===== src/design/swin_pkg.sv =====
`timescale 1ns / 1ps
package swin_pkg;

  localparam int SAMPLE_W    = 16;
  localparam int COUNT_W     = 4;
  localparam int MEAN_W      = 24;
  localparam int FRAC_W      = 8;
  localparam int WINDOW_DEF  = 8;
  localparam int QUEUE_DEPTH = 2;

endpackage


===== src/design/swin_if.sv =====
`timescale 1ns / 1ps
interface swin_in_if import swin_pkg::*; ();
  logic                       valid;
  logic                       ready;
  logic signed [SAMPLE_W-1:0] sample;

  modport source (output valid, output sample, input ready);
  modport sink   (input valid, input sample, output ready);
endinterface

interface swin_out_if import swin_pkg::*; ();
  logic                       valid;
  logic                       ready;
  logic        [COUNT_W-1:0]  held_count;
  logic signed [SAMPLE_W-1:0] window_min;
  logic signed [SAMPLE_W-1:0] window_max;
  logic signed [MEAN_W-1:0]   window_mean;

  modport source (output valid, output held_count, output window_min, output window_max,
                  output window_mean, input ready);
  modport sink   (input valid, input held_count, input window_min, input window_max,
                  input window_mean, output ready);
endinterface


===== src/design/swin_queue.sv =====
`timescale 1ns / 1ps
module swin_queue import swin_pkg::*; #(
  parameter int W = 8
) (
  input  logic         clk,
  input  logic         rst_n,
  input  logic         push,
  input  logic [W-1:0] din,
  input  logic         pop,
  output logic [W-1:0] dout,
  output logic         full,
  output logic         not_empty
);

  localparam int PW = (QUEUE_DEPTH > 1) ? $clog2(QUEUE_DEPTH) : 1;
  localparam int CW = $clog2(QUEUE_DEPTH + 1);

  logic [W-1:0]  entry_r [QUEUE_DEPTH];
  logic [PW-1:0] wr_ptr_r, wr_ptr_nxt;
  logic [PW-1:0] rd_ptr_r, rd_ptr_nxt;
  logic [CW-1:0] level_r, level_nxt;

  assign full      = (level_r == CW'(QUEUE_DEPTH));
  assign not_empty = (level_r != '0);
  assign dout      = entry_r[rd_ptr_r];

  always_comb begin
    wr_ptr_nxt = wr_ptr_r;
    rd_ptr_nxt = rd_ptr_r;
    level_nxt  = level_r;
    if (push) begin
      wr_ptr_nxt = (wr_ptr_r == PW'(QUEUE_DEPTH - 1)) ? '0 : wr_ptr_r + 1'b1;
    end
    if (pop) begin
      rd_ptr_nxt = (rd_ptr_r == PW'(QUEUE_DEPTH - 1)) ? '0 : rd_ptr_r + 1'b1;
    end
    if (push && !pop) begin
      level_nxt = level_r + 1'b1;
    end else if (pop && !push) begin
      level_nxt = level_r - 1'b1;
    end
  end

  always_ff @(posedge clk) begin
    if (!rst_n) begin
      wr_ptr_r <= '0;
      rd_ptr_r <= '0;
      level_r  <= '0;
    end else begin
      wr_ptr_r <= wr_ptr_nxt;
      rd_ptr_r <= rd_ptr_nxt;
      level_r  <= level_nxt;
    end
  end

  always_ff @(posedge clk) begin
    if (push) begin
      entry_r[wr_ptr_r] <= din;
    end
  end

endmodule


===== src/design/swin_front.sv =====
`timescale 1ns / 1ps
module swin_front import swin_pkg::*; #(
  parameter int WINDOW = WINDOW_DEF,
  parameter int AW     = $clog2(WINDOW),
  parameter int CNTW   = $clog2(WINDOW + 1)
) (
  input  logic                       clk,
  input  logic                       rst_n,
  swin_in_if.sink                    in_ch,
  input  logic                       q_full,
  output logic                       q_push,
  output logic signed [SAMPLE_W-1:0] job_sample,
  output logic        [AW-1:0]       job_addr,
  output logic        [CNTW-1:0]     job_cnt,
  output logic                       job_replace
);

  logic [CNTW-1:0] fill_r, fill_nxt;
  logic [AW-1:0]   ptr_r, ptr_nxt;
  logic            filling;

  assign in_ch.ready = !q_full;
  assign q_push      = in_ch.valid && !q_full;
  assign filling     = (fill_r < CNTW'(WINDOW));
  assign job_sample  = in_ch.sample;
  assign job_replace = !filling;

  // While filling, append at the fill count; once full, overwrite the oldest entry
  always_comb begin
    fill_nxt = fill_r;
    ptr_nxt  = ptr_r;
    if (filling) begin
      job_addr = fill_r[AW-1:0];
      job_cnt  = fill_r + 1'b1;
      if (q_push) begin
        fill_nxt = fill_r + 1'b1;
      end
    end else begin
      job_addr = ptr_r;
      job_cnt  = CNTW'(WINDOW);
      if (q_push) begin
        ptr_nxt = (ptr_r == AW'(WINDOW - 1)) ? '0 : ptr_r + 1'b1;
      end
    end
  end

  always_ff @(posedge clk) begin
    if (!rst_n) begin
      fill_r <= '0;
      ptr_r  <= '0;
    end else begin
      fill_r <= fill_nxt;
      ptr_r  <= ptr_nxt;
    end
  end

endmodule


===== src/design/swin_div.sv =====
`timescale 1ns / 1ps
module swin_div import swin_pkg::*; #(
  parameter int SUMW = 20,
  parameter int CNTW = 4
) (
  input  logic                     clk,
  input  logic                     rst_n,
  input  logic                     start,
  input  logic signed [SUMW-1:0]   sum,
  input  logic        [CNTW-1:0]   den,
  output logic                     done,
  output logic signed [MEAN_W-1:0] mean
);

  localparam int NUMW = SUMW + FRAC_W;
  localparam int STW  = $clog2(NUMW + 1);

  logic [NUMW-1:0] num_r;
  logic [CNTW-1:0] rem_r;
  logic [CNTW-1:0] den_r;
  logic [STW-1:0]  step_r;
  logic            neg_r;
  logic            busy_r;
  logic            done_r;
  logic [SUMW-1:0] mag;
  logic [CNTW:0]   rem_sh;
  logic [CNTW:0]   rem_sub;
  logic            q_bit;
  logic [NUMW-1:0] quot;

  assign mag     = sum[SUMW-1] ? SUMW'(-sum) : SUMW'(sum);
  assign rem_sh  = {rem_r, num_r[NUMW-1]};
  assign rem_sub = rem_sh - {1'b0, den_r};
  assign q_bit   = (rem_sh >= {1'b0, den_r});
  assign quot    = neg_r ? (~num_r + 1'b1) : num_r;
  assign mean    = quot[MEAN_W-1:0];
  assign done    = done_r;

  // Restoring division of |sum| * 256: one quotient bit per cycle, sign applied at the end
  always_ff @(posedge clk) begin
    if (!rst_n) begin
      busy_r <= 1'b0;
      done_r <= 1'b0;
    end else if (start) begin
      busy_r <= 1'b1;
      done_r <= 1'b0;
    end else if (busy_r && step_r == STW'(1)) begin
      busy_r <= 1'b0;
      done_r <= 1'b1;
    end
  end

  always_ff @(posedge clk) begin
    if (start) begin
      num_r  <= {mag, {FRAC_W{1'b0}}};
      rem_r  <= '0;
      den_r  <= den;
      neg_r  <= sum[SUMW-1];
      step_r <= STW'(NUMW);
    end else if (busy_r) begin
      num_r  <= {num_r[NUMW-2:0], q_bit};
      rem_r  <= q_bit ? rem_sub[CNTW-1:0] : rem_sh[CNTW-1:0];
      step_r <= step_r - 1'b1;
    end
  end

endmodule


===== src/design/swin_back.sv =====
`timescale 1ns / 1ps
module swin_back import swin_pkg::*; #(
  parameter int WINDOW = WINDOW_DEF,
  parameter int AW     = $clog2(WINDOW),
  parameter int CNTW   = $clog2(WINDOW + 1),
  parameter int SUMW   = SAMPLE_W + CNTW
) (
  input  logic                       clk,
  input  logic                       rst_n,
  input  logic                       q_valid,
  input  logic signed [SAMPLE_W-1:0] q_sample,
  input  logic        [AW-1:0]       q_addr,
  input  logic        [CNTW-1:0]     q_cnt,
  input  logic                       q_replace,
  output logic                       q_pop,
  swin_out_if.source                 out_ch
);

  typedef enum logic [1:0] {S_IDLE, S_UPD, S_SCAN, S_OUT} state_t;

  state_t                     state_r;
  logic signed [SAMPLE_W-1:0] mem_r [WINDOW];
  logic signed [SAMPLE_W-1:0] rd_data_r;
  logic        [AW-1:0]       rd_addr;
  logic                       mem_we;

  logic signed [SAMPLE_W-1:0] sample_r;
  logic        [AW-1:0]       addr_r;
  logic        [CNTW-1:0]     cnt_r;
  logic                       replace_r;
  logic signed [SUMW-1:0]     sum_r;
  logic signed [SUMW-1:0]     sum_nxt;

  logic        [CNTW-1:0]     rd_idx_r;
  logic                       cmp_vld_r;
  logic                       cmp_first_r;
  logic                       start_r;
  logic signed [SAMPLE_W-1:0] min_r;
  logic signed [SAMPLE_W-1:0] max_r;
  logic                       scan_done;

  logic                       div_done;
  logic signed [MEAN_W-1:0]   div_mean;

  logic                       out_valid_r;
  logic        [COUNT_W-1:0]  held_count_r;
  logic signed [SAMPLE_W-1:0] window_min_r;
  logic signed [SAMPLE_W-1:0] window_max_r;
  logic signed [MEAN_W-1:0]   window_mean_r;
  logic                       out_free;

  swin_div #(
    .SUMW (SUMW),
    .CNTW (CNTW)
  ) u_div (
    .clk   (clk),
    .rst_n (rst_n),
    .start (start_r),
    .sum   (sum_r),
    .den   (cnt_r),
    .done  (div_done),
    .mean  (div_mean)
  );

  assign q_pop     = (state_r == S_IDLE) && q_valid;
  assign rd_addr   = (state_r == S_IDLE) ? q_addr : rd_idx_r[AW-1:0];
  assign mem_we    = (state_r == S_UPD);
  assign scan_done = (rd_idx_r == cnt_r) && !cmp_vld_r && !start_r;
  assign out_free  = !out_valid_r || out_ch.ready;

  // rd_data_r holds the entry being overwritten when in S_UPD
  assign sum_nxt = sum_r - (replace_r ? SUMW'(rd_data_r) : '0) + SUMW'(sample_r);

  always_ff @(posedge clk) begin
    if (mem_we) begin
      mem_r[addr_r] <= sample_r;
    end
    rd_data_r <= mem_r[rd_addr];
  end

  always_ff @(posedge clk) begin
    if (!rst_n) begin
      state_r     <= S_IDLE;
      sum_r       <= '0;
      start_r     <= 1'b0;
      cmp_vld_r   <= 1'b0;
      out_valid_r <= 1'b0;
    end else begin
      if (out_valid_r && out_ch.ready && state_r != S_OUT) begin
        out_valid_r <= 1'b0;
      end
      unique case (state_r)
        S_IDLE: begin
          if (q_valid) begin
            sample_r  <= q_sample;
            addr_r    <= q_addr;
            cnt_r     <= q_cnt;
            replace_r <= q_replace;
            state_r   <= S_UPD;
          end
        end
        S_UPD: begin
          sum_r       <= sum_nxt;
          start_r     <= 1'b1;
          rd_idx_r    <= '0;
          cmp_vld_r   <= 1'b0;
          cmp_first_r <= 1'b1;
          state_r     <= S_SCAN;
        end
        S_SCAN: begin
          start_r <= 1'b0;
          // advance the read address one entry a cycle; data is compared in the following cycle
          if (rd_idx_r < cnt_r) begin
            rd_idx_r  <= rd_idx_r + 1'b1;
            cmp_vld_r <= 1'b1;
          end else begin
            cmp_vld_r <= 1'b0;
          end
          if (cmp_vld_r) begin
            cmp_first_r <= 1'b0;
            if (cmp_first_r || rd_data_r < min_r) begin
              min_r <= rd_data_r;
            end
            if (cmp_first_r || rd_data_r > max_r) begin
              max_r <= rd_data_r;
            end
          end
          if (scan_done && div_done) begin
            state_r <= S_OUT;
          end
        end
        S_OUT: begin
          if (out_free) begin
            out_valid_r   <= 1'b1;
            held_count_r  <= COUNT_W'(cnt_r);
            window_min_r  <= min_r;
            window_max_r  <= max_r;
            window_mean_r <= div_mean;
            state_r       <= S_IDLE;
          end
        end
        default: state_r <= S_IDLE;
      endcase
    end
  end

  assign out_ch.valid       = out_valid_r;
  assign out_ch.held_count  = held_count_r;
  assign out_ch.window_min  = window_min_r;
  assign out_ch.window_max  = window_max_r;
  assign out_ch.window_mean = window_mean_r;

  a_result_after_scan: assert property (@(posedge clk) disable iff (!rst_n)
    (state_r == S_OUT) |-> (div_done && rd_idx_r == cnt_r))
    else $error("result stage entered before scan and divide finished");

  a_min_not_above_max: assert property (@(posedge clk) disable iff (!rst_n)
    (state_r == S_OUT) |-> (min_r <= max_r))
    else $error("window minimum above maximum");

  a_count_nonzero: assert property (@(posedge clk) disable iff (!rst_n)
    (state_r == S_UPD) |-> (cnt_r != '0 && cnt_r <= CNTW'(WINDOW)))
    else $error("job carries a held count out of range");

  a_upd_follows_pop: assert property (@(posedge clk) disable iff (!rst_n)
    (state_r == S_UPD) |-> $past(q_pop))
    else $error("update started without a queue beat");

endmodule


===== src/design/sliding_window_stats.sv =====
`timescale 1ns / 1ps
// Sliding-window min/max/mean over signed 16-bit samples, one result beat per sample beat.
// Each sample enters a short queue, then the back end writes it into the window memory
// (overwriting the oldest entry once WINDOW samples are held), scans the held entries for
// minimum and maximum at one entry per cycle, and divides sum*256 by the held count with
// a bit-serial divider that runs alongside the scan. The back end takes the next sample
// from the queue only after both scan and divide are done and the result is registered.
// The window memory needs no clearing after reset; entries above the fill count are
// never read. held_count shows the count modulo 16.
module sliding_window_stats import swin_pkg::*; #(
  parameter int WINDOW = WINDOW_DEF
) (
  input  logic       clk,
  input  logic       rst_n,
  swin_in_if.sink    in_ch,
  swin_out_if.source out_ch
);

  localparam int AW   = $clog2(WINDOW);
  localparam int CNTW = $clog2(WINDOW + 1);
  localparam int SUMW = SAMPLE_W + CNTW;
  localparam int JW   = SAMPLE_W + AW + CNTW + 1;

  logic                       q_full;
  logic                       q_push;
  logic                       q_pop;
  logic                       q_valid;
  logic signed [SAMPLE_W-1:0] job_sample;
  logic        [AW-1:0]       job_addr;
  logic        [CNTW-1:0]     job_cnt;
  logic                       job_replace;
  logic        [JW-1:0]       q_din;
  logic        [JW-1:0]       q_dout;
  logic signed [SAMPLE_W-1:0] q_sample;
  logic        [AW-1:0]       q_addr;
  logic        [CNTW-1:0]     q_cnt;
  logic                       q_replace;

  swin_front #(
    .WINDOW (WINDOW),
    .AW     (AW),
    .CNTW   (CNTW)
  ) u_front (
    .clk         (clk),
    .rst_n       (rst_n),
    .in_ch       (in_ch),
    .q_full      (q_full),
    .q_push      (q_push),
    .job_sample  (job_sample),
    .job_addr    (job_addr),
    .job_cnt     (job_cnt),
    .job_replace (job_replace)
  );

  assign q_din = {job_sample, job_addr, job_cnt, job_replace};

  swin_queue #(
    .W (JW)
  ) u_queue (
    .clk       (clk),
    .rst_n     (rst_n),
    .push      (q_push),
    .din       (q_din),
    .pop       (q_pop),
    .dout      (q_dout),
    .full      (q_full),
    .not_empty (q_valid)
  );

  assign {q_sample, q_addr, q_cnt, q_replace} = q_dout;

  swin_back #(
    .WINDOW (WINDOW),
    .AW     (AW),
    .CNTW   (CNTW),
    .SUMW   (SUMW)
  ) u_back (
    .clk       (clk),
    .rst_n     (rst_n),
    .q_valid   (q_valid),
    .q_sample  (q_sample),
    .q_addr    (q_addr),
    .q_cnt     (q_cnt),
    .q_replace (q_replace),
    .q_pop     (q_pop),
    .out_ch    (out_ch)
  );

endmodule

===== src/flat_wrapper.sv =====
// flat-port wrapper written by rule: the top's interface ports become plain ports
module sliding_window_stats_flat import swin_pkg::*;
#(
  parameter int WINDOW = WINDOW_DEF
)
  (clk, rst_n, in_ch_valid, in_ch_sample, in_ch_ready, out_ch_valid, out_ch_held_count, out_ch_window_min, out_ch_window_max, out_ch_window_mean, out_ch_ready);
  swin_in_if in_ch_i ();
  swin_out_if out_ch_i ();
  input  logic clk;
  input  logic rst_n;
  input wire logic [$bits(in_ch_i.valid)-1:0] in_ch_valid;
  input wire logic [$bits(in_ch_i.sample)-1:0] in_ch_sample;
  output wire logic [$bits(in_ch_i.ready)-1:0] in_ch_ready;
  output wire logic [$bits(out_ch_i.valid)-1:0] out_ch_valid;
  output wire logic [$bits(out_ch_i.held_count)-1:0] out_ch_held_count;
  output wire logic [$bits(out_ch_i.window_min)-1:0] out_ch_window_min;
  output wire logic [$bits(out_ch_i.window_max)-1:0] out_ch_window_max;
  output wire logic [$bits(out_ch_i.window_mean)-1:0] out_ch_window_mean;
  input wire logic [$bits(out_ch_i.ready)-1:0] out_ch_ready;
  assign in_ch_i.valid = in_ch_valid;
  assign in_ch_i.sample = in_ch_sample;
  assign in_ch_ready = in_ch_i.ready;
  assign out_ch_valid = out_ch_i.valid;
  assign out_ch_held_count = out_ch_i.held_count;
  assign out_ch_window_min = out_ch_i.window_min;
  assign out_ch_window_max = out_ch_i.window_max;
  assign out_ch_window_mean = out_ch_i.window_mean;
  assign out_ch_i.ready = out_ch_ready;
  sliding_window_stats #(.WINDOW(WINDOW)) u_core (.clk(clk), .rst_n(rst_n), .in_ch(in_ch_i), .out_ch(out_ch_i));
endmodule

===== config.mk =====
export PLATFORM = sky130hd
export DESIGN_NAME = sliding_window_stats_flat
export DESIGN_NICKNAME = d
export VERILOG_FILES = /design/src/design/swin_pkg.sv /design/src/design/swin_if.sv /design/src/design/swin_queue.sv /design/src/design/swin_front.sv /design/src/design/swin_div.sv /design/src/design/swin_back.sv /design/src/design/sliding_window_stats.sv /design/src/flat_wrapper.sv
export SDC_FILE = /design/constraint.sdc
export NUM_CORES = 1
export LEC_CHECK = 0
export ABC_AREA = 0
export BUFFER_PORTS_ARGS = -buffer_cell sky130_fd_sc_hd__buf_2
export CORE_MARGIN = 4
export CORE_UTILIZATION = 56
export CTS_CLUSTER_SIZE = 16
export DETAILED_ROUTE_END_ITERATION = 12
export PLACE_DENSITY_LB_ADDON = 0.2
export SLEW_MARGIN = 10
export SYNTH_ARGS = -nofsm -noshare
export SYNTH_HDL_FRONTEND = slang
export SYNTH_SLANG_ARGS = --single-unit

===== constraint.sdc =====
create_clock -name clk -period 3.9 [get_ports clk]
set_clock_uncertainty 0.1 [all_clocks]
set_input_delay 0.585 -clock clk [delete_from_list [all_inputs] [get_ports clk]]
set_output_delay 0.585 -clock clk [all_outputs]
set_load 0.01 [all_outputs]

==> summary.md <==
| Metric | Value |
|---|---|
| Crit path from | `u_core.u_back.replace_r$_DFFE_PP_` |
| Pin count of the biggest net entering global routing | `57` |
| Standard-cell row count | `64` |
| EDFF count, synth | `322` |
| Fin. Hold Viols | `0` |
| Vias in the first global route | `10000` |
| Crit path to | `u_core.u_back.sum_r[16]$_SDFFE_PN0P_` |
| Gr usage total | `0.197` |
| Unrepaired setup endpoints after global routing | `no` |
| Cell type with the largest total area after synthesis | `edfxtp_1` |
| DR iter-0 viols | `599` |
| First-pass GRT wire length | `53400 um` |
| CTS buffer count | `40` |
| Clock latency on the worst-skew pair | `0.53 ns` |
| Largest cells by area after synthesis | `edfxtp_1 55%, dfxtp_1 8.2%, ha_1 5.3%, mux4_2 4.1%, mux2_2 2.9%` |
| Worst-margin pin slew | `1.18 ns` |
| #FFs+latches synth | `394` |
| Worst-path fanout max | `16` |
| Share of flip-flops with an asynchronous set or reset | `0` |
| Via/cell ratio | `5.57` |
| WS Path Type | `flop to flop` |
| Mapped Cells | `1252` |
| Startpoint class of the critical path | `flop` |
| DRT Wirelength | `32800 um` |
| Setup TNS | `0 ns` |
| Mapped cell area | `0.0176 mm^2` |
| Peak supply drop | `0.000471 V` |
| Synthesis warning total | `0` |
| Worst Path Required | `4.22 ns` |
| CTS Sinks | `394` |
| Status | `finished clean` |
| Die Wd | `185 um` |
| Slew headroom | `0.213` |
| Worst path most repeated cell | `fa_1` |
| Root buffer cell | `clkbuf_16` |
| Seq/Total Area, Yosys | `0.631` |
| Post-synth top flop | `edfxtp_1` |
| Placer Congestion | `0.873` |
| DP Wirelength | `22700 um` |
| Inserted Diodes | `0` |
| Max-slew violation count | `0` |
| Core area | `0.0308 mm^2` |
| CTS tree | `yes` |
| # nets final | `1475` |
| Area share of the leading cell type in the synthesized netlist | `0.549` |
| Initial antenna violation count | `0` |
| Maxcap violations | `0` |
| Depth of the worst register-to-register path | `10` |
| Setup bufs post-CTS | `0` |
| Worst Hold Launch | `in_ch_sample[5]` |
| Ratio of cells with drive above 1 in the final layout | `0.188` |
| F_max | `288 MHz` |
| Setup violators final | `0` |
| CTS clk-pin slew, worst paths | `0.06 ns` |
| Area Overhead vs Synth | `12.8%` |
| Hold WC Path Type | `input pin to flop` |
| Max stage delay cell, worst path | `edfxtp_1` |
| Fill cell count | `2290` |
| Power per cell area | `830 mW/mm^2` |
| Post_cts resized | `0` |
| H-tree depth | `2` |
| Critical Path AT | `3.79 ns` |
| Element type at the critical path end | `flop` |
| Leakage | `0.00747 uW` |
| Worst stage delay on the critical path | `0.59 ns` |
| Crit-path cells | `and2_1 > fa_1 > inv_1 > fa_1 > a211oi_1 > o21bai_1 > o2111ai_1 > nand3_1 > a31oi_1 > mux2_2` |
| Hold_buf cts | `0` |
| R2r setup slk | `0.43 ns` |
| Die ar. | `0.0343 mm^2` |
| Antenna viol nets, final | `0` |
| Syn_nets | `1366` |
| DRC | `0` |
| Io pins | `82` |
| Post-synthesis cell type count | `64` |
| Max Buffers Root-to-Sink | `3` |
| WL per Instance | `18.4 um` |
| RR Endpoint | `u_core.u_back.sum_r[16]$_SDFFE_PN0P_` |
| Worst r2r src | `u_core.u_back.replace_r$_DFFE_PP_` |
| Vias | `9967` |
| Final period utilization | `0.889` |
| Initial DRT Pass Iterations | `5` |
| Final worst path period need | `3.47 ns` |
| GR Overflow Total | `0` |
| Die Y | `185 um` |
| Syn_area_per_cell | `14.1 um^2` |
| Number of port buffers | `81` |
| Initial Util | `0.571` |
| Final core occ | `0.644` |
## worst min path at each step
stage,end,cells after the start
3_5_place_dp,u_core.u_back.out_ch.window_min[2]$_DFFE_PP_,0
5_1_grt,u_core.u_queue.entry_r[1][21]$_DFFE_PP_,1
2_1_floorplan,u_core.u_back.out_ch.window_max[10]$_DFFE_PP_,0
6_report,u_core.u_queue.entry_r[1][13]$_DFFE_PP_,1
3_3_place_gp,u_core.u_back.out_ch.window_min[2]$_DFFE_PP_,0
4_1_cts,u_core.u_queue.entry_r[0][13]$_DFFE_PP_,1
## per-stage QoR
step / power (uW) / hold slack, ns / instance area (um^2) / cells / setup WS (ns)
global route: 17700 / 0.124 / 19900 / 1788 / 0.200
detailed placement: 12900 / 0.335 / 18600 / 1715 / 0.457
global placement: 12700 / 0.331 / 18600 / 1715 / 0.521
CTS: 16600 / 0.125 / 19900 / 1788 / 0.443
floorplan: 11200 / 0.326 / 17600 / 1252 / 0.571
finish: 16500 / 0.146 / 19900 / 1788 / 0.433
## where the power goes
part | internal [uW] | switching (uW) | total (uW)
combinational | 2910 | 3530 | 6430
sequential | 5580 | 784 | 6360
clock | 2140 | 1540 | 3680
total | 10600 | 5850 | 16500
## area by class of cell
| type | instances | area, um^2 | share of cell area |
|---|---|---|---|
| inverter | 131 | 492 | 0.0248 |
| sequential | 394 | 11100 | 0.559 |
| timing repair buffer | 104 | 578 | 0.0291 |
| tap | 396 | 495 | 0.0249 |
| clock buffer | 52 | 1070 | 0.0537 |
| clock inverter | 21 | 208 | 0.0105 |
| multi-input combinational | 690 | 5910 | 0.298 |
## sequential cells by signal (all words and copies together), names as in the netlist, 20 cells and up, named ones only
register / count
u_core.u_back.mem_r: 128
u_core.u_back.sum_r: 20
u_core.u_back.out_ch.window_mean: 24
u_core.u_queue.entry_r: 48
u_core.u_back.u_div.num_r: 28
## Yosys cell counts (6+ instances only)
library cell / n
inv_1: 130
and3_1: 6
a211oi_1: 10
mux2_2: 46
fa_1: 20
nand2_1: 54
a22o_1: 19
o21a_1: 8
o211ai_1: 13
edfxtp_1: 322
or3_1: 8
and2_1: 21
xor2_1: 9
nand2b_1: 13
nor3_1: 12
mux4_2: 32
clkbuf_1: 29
mux2i_1: 18
nand3_1: 18
xnor2_1: 53
nand4_1: 9
nor2_1: 63
o41ai_1: 7
ha_1: 74
a21oi_1: 42
o21ai_0: 39
a21o_1: 16
nor2b_1: 10
o31ai_1: 12
a31oi_1: 7
dfxtp_1: 72
## cell usage in the layout (no fill, tap or decap), drive strengths merged, types with 16 or more instances in the layout
master / netlist / routed
a22o: 19 / 19
xnor2: 53 / 53
mux4: 32 / 32
ha: 74 / 74
mux2i: 18 / 18
fa: 20 / 20
a21o: 16 / 16
and2: 22 / 22
nand3: 18 / 18
edfxtp: 322 / 322
buf: 8 / 104
inv: 130 / 131
dfxtp: 72 / 72
nor2: 63 / 63
mux2: 46 / 46
clkbuf: 29 / 52
o21ai: 39 / 39
a21oi: 42 / 42
nand2: 54 / 54
## metal layers
layer | GRT usage | vias to the layer above | routed length (um)
met2 | 0.321 | 200 | 15600
met4 | 0.0484 | 0 | 702
met5 | 0 | - | 0
met3 | 0.0369 | 50 | 1660
li1 | - | 4855 | -
met1 | 0.277 | 4862 | 14800
## kinds of logic (layout without fill, tap and decap cells)
logic type,after synthesis,after routing,share of synthesized area
buf+inv,168,308,0.0362
mux,96,96,0.0806
flops,394,394,0.631
xor+xnor,62,62,0.0309
simple gates,238,238,0.0683
fa+ha+maj,94,94,0.0754
compound gates,200,200,0.0774
## worst max-delay path: cells and delay by family (launching register included)
family | cells | cell delay (ns)
AOI/OAI and AO/OA | 4 | 0.89
adders and majority gates | 2 | 0.95
buffers and inverters | 1 | 0.07
DFF | 1 | 0.59
muxes | 1 | 0.35
and+or+nand+nor | 2 | 0.41
Power figures use the tool's default switching activity.
